--- config.mk ---
export PLATFORM = sky130hd
export DESIGN_NAME = lowercase_one_at_a_time_hash
export DESIGN_NICKNAME = d
export VERILOG_FILES = /design/src/hw/rtl/loah_pkg.sv /design/src/hw/rtl/loah_core.sv /design/src/hw/rtl/lowercase_one_at_a_time_hash.sv
export SDC_FILE = /design/constraint.sdc
export NUM_CORES = 1
export LEC_CHECK = 0
export ABC_AREA = 1
export BUFFER_PORTS_ARGS = -buffer_cell sky130_fd_sc_hd__buf_2
export CAP_MARGIN = 10
export CORE_MARGIN = 5
export CORE_UTILIZATION = 45
export DETAILED_ROUTE_END_ITERATION = 10
export SYNTH_ARGS = -nofsm -noshare
export SYNTH_HDL_FRONTEND = slang
export SYNTH_SLANG_ARGS = --single-unit
--- constraint.sdc ---
create_clock -name clk -period 8.9 [get_ports clk]
set_input_delay 1.78 -clock clk [delete_from_list [all_inputs] [get_ports clk]]
set_output_delay 1.78 -clock clk [all_outputs]
set_load 0.01 [all_outputs]
--- src/hw/rtl/loah_pkg.sv ---
// Shared types, constants and hash functions for the lowercase one-at-a-time hash.
// No dependencies; imported by loah_core, lowercase_one_at_a_time_hash and the testbench.
package loah_pkg;

    localparam int unsigned BYTE_W = 8;
    localparam int unsigned HASH_W = 32;

    localparam logic [BYTE_W-1:0] TERM_BYTE   = 8'h00;
    localparam logic [BYTE_W-1:0] UPPER_FIRST = 8'h41;
    localparam logic [BYTE_W-1:0] UPPER_LAST  = 8'h5A;
    localparam logic [BYTE_W-1:0] CASE_OFFSET = 8'h20;
    localparam logic [HASH_W-1:0] HASH_MIN    = 32'd2;

    typedef logic [BYTE_W-1:0] byte_t;
    typedef logic [HASH_W-1:0] hash_t;

    // One byte moving from the input register into the hash state.
    typedef struct packed {
        logic  fire;
        byte_t data;
    } step_t;

    function automatic byte_t fold_lower(input byte_t b);
        byte_t r;
        r = b;
        if (b >= UPPER_FIRST && b <= UPPER_LAST)
        begin
            r = b + CASE_OFFSET;
        end
        return r;
    endfunction

    function automatic hash_t mix_byte(input hash_t h, input byte_t b);
        hash_t t;
        t = h + {{(HASH_W-BYTE_W){1'b0}}, fold_lower(b)};
        t = t + (t << 10);
        return t ^ (t >> 6);
    endfunction

    function automatic hash_t finalize(input hash_t v);
        hash_t t;
        t = v + (v << 3);
        t = t ^ (t >> 11);
        t = t + (t << 15);
        if (t < HASH_MIN)
        begin
            t = t + HASH_MIN;
        end
        return t;
    endfunction

endpackage

--- src/hw/rtl/loah_core.sv ---
// Running hash state: mixes one byte per step, finalizes and clears on a terminator.
// Depends on loah_pkg.
module loah_core
    import loah_pkg::*;
(
    input  logic  clk,
    input  logic  rst_n,
    input  step_t step,
    output hash_t final_hash
);

    hash_t hash_reg;
    hash_t hash_next;

    always_comb
    begin
        hash_next = hash_reg;
        if (step.fire)
        begin
            if (step.data == TERM_BYTE)
            begin
                hash_next = '0;
            end
            else
            begin
                hash_next = mix_byte(hash_reg, step.data);
            end
        end
    end

    assign final_hash = finalize(hash_reg);

    always_ff @(posedge clk or negedge rst_n)
    begin
        if (!rst_n)
        begin
            hash_reg <= '0;
        end
        else
        begin
            hash_reg <= hash_next;
        end
    end

endmodule

--- src/hw/rtl/lowercase_one_at_a_time_hash.sv ---
// Top level of the lowercase one-at-a-time hash: input register, hash core, result register.
// Depends on loah_pkg and loah_core.
//
//   channel | payload     | handshake            | beat
//   in      | byte_value  | in_valid / in_stall  | one string byte, zero ends the string
//   out     | hash_value  | out_valid / out_stall| one finalized hash per terminator
//
// One byte per cycle sustained while no terminator waits on a stalled result; a byte enters
// the input register, is mixed into the running hash on the next edge, and a terminator's
// hash is registered as it retires. Reset clears the running hash and all valid flags.
// A stalled result holds only a terminator in the input register; other bytes keep flowing.
module lowercase_one_at_a_time_hash
    import loah_pkg::*;
(
    input  logic  clk,
    input  logic  rst_n,
    input  logic  in_valid,
    output logic  in_stall,
    input  byte_t byte_value,
    output logic  out_valid,
    input  logic  out_stall,
    output hash_t hash_value
);

    logic  s1_valid_reg;
    logic  s1_valid_next;
    byte_t s1_byte_reg;
    logic  out_valid_reg;
    logic  out_valid_next;
    hash_t out_hash_reg;
    logic  s1_term;
    logic  out_free;
    logic  s1_retire;
    logic  in_take;
    step_t step;
    hash_t final_hash;

    assign s1_term   = (s1_byte_reg == TERM_BYTE);
    assign out_free  = !out_valid_reg || !out_stall;
    assign s1_retire = s1_valid_reg && (!s1_term || out_free);
    assign in_stall  = s1_valid_reg && !s1_retire;
    assign in_take   = in_valid && !in_stall;

    assign step.fire = s1_retire;
    assign step.data = s1_byte_reg;

    loah_core u_core
    (
        .clk        (clk),
        .rst_n      (rst_n),
        .step       (step),
        .final_hash (final_hash)
    );

    always_comb
    begin
        s1_valid_next = in_take ? 1'b1 : (s1_retire ? 1'b0 : s1_valid_reg);
        out_valid_next = out_valid_reg && out_stall;
        if (s1_retire && s1_term)
        begin
            out_valid_next = 1'b1;
        end
    end

    always_ff @(posedge clk or negedge rst_n)
    begin
        if (!rst_n)
        begin
            s1_valid_reg  <= 1'b0;
            out_valid_reg <= 1'b0;
        end
        else
        begin
            s1_valid_reg  <= s1_valid_next;
            out_valid_reg <= out_valid_next;
        end
    end

    // Payload registers: the byte loads on a taken beat, the hash on a retiring terminator; both hold otherwise.
    always_ff @(posedge clk)
    begin
        if (in_take)
        begin
            s1_byte_reg <= byte_value;
        end
        if (s1_retire && s1_term)
        begin
            out_hash_reg <= final_hash;
        end
    end

    assign out_valid  = out_valid_reg;
    assign hash_value = out_hash_reg;

    a_term_emits: assert property (@(posedge clk) disable iff (!rst_n)
        (s1_retire && s1_term) |=> out_valid)
        else $error("terminator retired without a result");

    a_hash_min: assert property (@(posedge clk) disable iff (!rst_n)
        out_valid |-> (hash_value >= HASH_MIN))
        else $error("result hash below minimum");

    a_stall_term: assert property (@(posedge clk) disable iff (!rst_n)
        in_stall |-> (s1_valid_reg && s1_term && out_valid && out_stall))
        else $error("input stalled without a blocked terminator");

    a_drain: assert property (@(posedge clk) disable iff (!rst_n)
        (s1_valid_reg && !s1_term) |=> !$past(in_stall))
        else $error("data byte blocked the input");

endmodule

Yosys cells after proc, flatten, opt, wreduce, memory -nomap -nowiden
Index checks and enable logic that the tools add are counted. Widths: inputs -> output; s select.

Add/subtract/negate cells: 6. $lt $le $gt $ge: 3. Muxes and demuxes: 8. Bitwise logic cells: 2. Reductions and logical operators: 15.

Operators with widths (count): $add 32x32->32 (3); $mux 32 (2); $add 32x2->32 const B (1); $add 32x8->32 (1); $lt 32x2->1 const B (1); $xor 32x21->32 (1); $xor 32x26->32 (1); $mux 8 (3); $add 8x6->8 const B (1); $ge 8x7->1 const B (1); $le 8x7->1 const B (1); $logic_not 8->1 (1); $logic_and 1x1->1 (6); $logic_not 1->1 (5); $mux 1 (3); $logic_or 1x1->1 (2); $reduce_bool 2->1 (1).

Flip-flop bits (word level): 74. Bits of input ports: 12. Output and inout port bits: 34. Word-level logic and storage cells: 39.

Depth between registers and ports, before layout
Word-level depth: 9. Depth in mapped cells: 34. Depth with buffers taken out: 34.

Modules after synthesis
From an unflattened synthesis, not the netlist that was laid out.

Cells, all modules: 1267. Area total of the unflattened synthesis: 8603.3 um^2.

Modules (own cells, without submodules): loah_core (instances 1, cells an instance 1205, area each 7265.7 um^2, seq. area each 800.8 um^2); lowercase_one_at_a_time_hash (instances 1, cells an instance 62, area each 1337.5 um^2, seq. area each 1251.2 um^2).

Least setup slack after synthesis
OpenSTA, ideal clock, no wires.

Path type: register to register. Start: register u_core.hash_reg[15]. End: register out_hash_reg[2], in the netlist hash_value[2], data pin. Library setup time: 249 ps. Arrival time: 4185 ps. Required time: 8651 ps. Slack: 4466 ps. Stages on the path, launching flop included: 30. Buffers on the path: 0. Clock period less this slack: 4434 ps. Cell sequence: dfrtp_1 -> ha_1 -> nand2_1 -> nor2_1 -> inv_1 -> nor2_1 -> nand4_1 -> nand3_1 -> inv_1 -> o31ai_1 -> nand3_1 -> nand2_1 -> xor2_1 -> xor2_1 -> ha_1 -> nand3_1 -> nand3_1 -> nand2_1 -> nand3_1 -> a21boi_0 -> o21ai_0 -> or2_2 -> nand2_1 -> nand4_1 -> nor2_1 -> nand2_1 -> nor2_1 -> nand3_1 -> nand2_1 -> inv_1.

Cells in the longest elaborated chain, start to end: 5.

Ends and longest elaborated chain: from (decl) (RTL line loah_core.sv:12) `hash_t hash_reg;`; from (signal assigned) (RTL line loah_core.sv:41) `hash_reg <= hash_next;`; $add 32x32->32 (RTL line loah_pkg.sv:42) `t = v + (v << 3);`; $xor 32x21->32 (RTL line loah_pkg.sv:43) `t = t ^ (t >> 11);`; $add 32x32->32 (RTL line loah_pkg.sv:44) `t = t + (t << 15);`; $lt 32x2->1 (RTL line loah_pkg.sv:45) `if (t < HASH_MIN)`; $mux 32 (RTL line loah_pkg.sv:45); named net final_hash[2] (RTL line lowercase_one_at_a_time_hash.sv:36) `hash_t final_hash;`; to (signal assigned) (RTL line lowercase_one_at_a_time_hash.sv:88) `out_hash_reg <= final_hash;`; to (decl) (RTL line lowercase_one_at_a_time_hash.sv:30) `hash_t out_hash_reg;`.

The timed path passes the listed nets, and every way through them passes these cells. A chain may end at the register's enable or synchronous reset.

Worst setup path in the final report
Start: register u_core.hash_reg[21]. End: register out_hash_reg[2], in the netlist hash_value[2], data pin.

The elaborated chain is that of the path after synthesis.

==> metrics <==
FF-to-FF Start u_core.hash_reg[21]; Worst R2R End hash_value[2]; Critical Path RT ~9 ns; vias in the first global route 8,094; outcome finished clean; share of cells above drive strength 1 0.0694; wire per inst 17.2 um; post-placement cell count ~1,600; clk sink count 74; flops & latches, synth 74; Worst Path Arrival 5.74 ns; port bufs 45; crit path capture type register; clk buf depth 2; WL final 27.8 mm; WHS Path Cells 2; Critical-path top delay cell o31ai_1; worst-margin pin slew 0.873 ns; GR met1 Demand/Resource 0.341; H-tree depth 3; Simple-Gate Fraction of Synth Area 0.374; CP dominant cell by count nand2_1; CP bufs+invs 2; M3 GR Usage 0.0305; cells after synthesis approximately 1,300; Die Span Y 147 um; Worst Hold Class reg2reg; leading area contributor after synthesis nand2_1; mux cell area share after synthesis 0; TritonCTS buffer count 9; vias per inst 5.34; Final period util 0.633; largest net degree at the start of global routing 35; Post-CTS Setup Inserts 0; DR pass1 iterations 6; Hold Startpoint out_valid; row count 50; Die Wd ~150 um; Routability Congestion about 0.95; commonest non-fill, non-tap cells in the layout 441 x nand2_1, 206 x inv_1, 128 x nand3_1, 101 x nor2_1, 73 x ha_1; area grow syn2layout 9.55%; Hold Vio Cnt, Final 0; post-synth top area share 0.196; RSZ-0062 raised after global routing false; Reg2Reg Depth 28; r2r setup slk 3.27 ns; full die area 21,600 um^2; fmax ~180 MHz; Post-Synth XOR/XNOR Area 0.0728; fillers between 1,500 and 2,000; 1st-iter DRT viols 593; Initial Util 0.454; CTS tree yes; setup TNS 0 ns; Remaining DRCs 0; Period minus WS final between 5 and 6 ns; Post-Syn Area about 8400 um^2; Post-CTS Resized 0; global-route wire length before repair 43.7 mm; Largest stage delay, worst path 0.49 ns; main combinational cell family by area after synthesis simple AND/OR/NAND/NOR gates; slew margin rel. 0.418; Worst Path Class, Setup reg2reg; top cell family by delay on the critical path simple AND/OR/NAND/NOR gates; core area 18,600 um^2; final number of setup-violating endpoints 0; CP Launch Type register; Layout Nets 1,466; met2 GRT Util 0.427; Ant. Diodes 0; commonest non-fill, non-tap cell in the layout nand2_1; initial antenna violation count 0; DP Wirelength 23.6 mm; vias post-DR 8,635; Clock Pin Slew Worst Setup and Hold Paths about 0.06 ns; grt peak-use layer met2; fin cells 1,617; Worst Hold Path EP out_valid; final clock skew a little over 0.009 ns; Total GRT Usage 0.256; Antenna Nets Post-Route 0; Mapped Nets 1,417; Area contributors post-synth nand2_1 20%, edfxtp_1 14%, ha_1 11%; critical path fanouts, max 7; cts hold-fix bufs 0; Netlist cell types 38; root buf cell clkbuf_16; fin. max-slew vios 0; Clk Latency, worst-skew pair 0.35 ns; YS warnings 0; GRT Residual Overflow 0; Max Cap Viol 0; compound-gate portion of the synthesized area 0.0979; Seq/Total Area, Yosys 0.243; Avg Cell Area, Syn between 6 and 7 um^2; io pins between 40 and 50; area share of fa/ha/maj cells after synthesis 0.115
Yosys cell counts:
cell type	n
dfrtp_1	34
buf_6	1
nand3_1	128
nand2_1	441
xnor3_1	1
o31ai_1	1
and2_1	2
nand3_2	2
fa_1	3
nand4_1	18
a21o_1	4
buf_2	3
o21ai_1	2
a32o_1	1
a21boi_0	2
a21boi_2	2
o21a_1	2
o21ai_0	56
ha_1	73
edfxtp_1	40
nand2_2	14
a21oi_1	66
or2_2	5
nor2_2	6
nor3_1	13
xor2_1	47
nor4_1	5
a31o_2	1
nor3_2	1
nand3b_1	9
xor2_2	3
nor2_1	102
a31oi_1	6
inv_1	206
xnor2_1	15
clkbuf_1	5
o21bai_1	2
o22ai_1	7
cell families (layout without fill, tap and decap cells):
logic type	count (synthesis)	after routing
simple gates	746	746
buf+inv	215	269
compound gates	152	152
fa+ha+maj	76	76
flops	74	74
xor+xnor	66	66
stage by stage:
stage	utilization	hold slack, ns	area [um^2]	setup slack, ns
after floorplan	-	0.509	8440	4.47
final	0.498	0.512	9240	3.27
after global placement	0.480	0.489	8920	3.36
after global routing	0.498	0.550	9240	2.90
after CTS	0.496	0.519	9220	3.36
after detailed placement	0.480	0.497	8920	3.38
metal layers:
| layer | up-vias | part of all wire |
|---|---|---|
| met3 | 58 | 0.047 |
| li1 | 4400 | - |
| met2 | 248 | 0.47 |
| met1 | 3929 | 0.45 |
| met5 | - | 0 |
| met4 | 0 | 0.036 |
tightest hold or removal path: cells and delay by family, from the launching register on:
family,cells,cell delay (ns)
DFF,1,0.37
and+or+nand+nor,2,0.11
cell type report:
cell class / count / area (um^2) / area share
Tap cell: 234 / 293 / 0.0317
Multi-Input combinational cell: 1040 / 5570 / 0.603
Inverter: 206 / 773 / 0.0836
Clock inverter: 6 / 66.3 / 0.00717
Clock buffer: 10 / 229 / 0.0248
Timing Repair Buffer: 47 / 260 / 0.0282
Sequential cell: 74 / 2050 / 0.222
worst max path at each step:
stage / startpoint / to / slack [ns] / cells past startpoint
2_1_floorplan: u_core.hash_reg[15] / hash_value[2] / 4.47 / 29
3_3_place_gp: u_core.hash_reg[21] / hash_value[2] / 3.36 / 28
3_5_place_dp: u_core.hash_reg[21] / hash_value[2] / 3.38 / 28
4_1_cts: u_core.hash_reg[21] / hash_value[2] / 3.36 / 28
5_1_grt: u_core.hash_reg[8] / hash_value[2] / 2.90 / 30
6_report: u_core.hash_reg[21] / hash_value[2] / 3.27 / 28
Power is left out: the tool's default activity adds up to more than one toggle a clock period on the data nets, which glitch-free logic cannot reach.
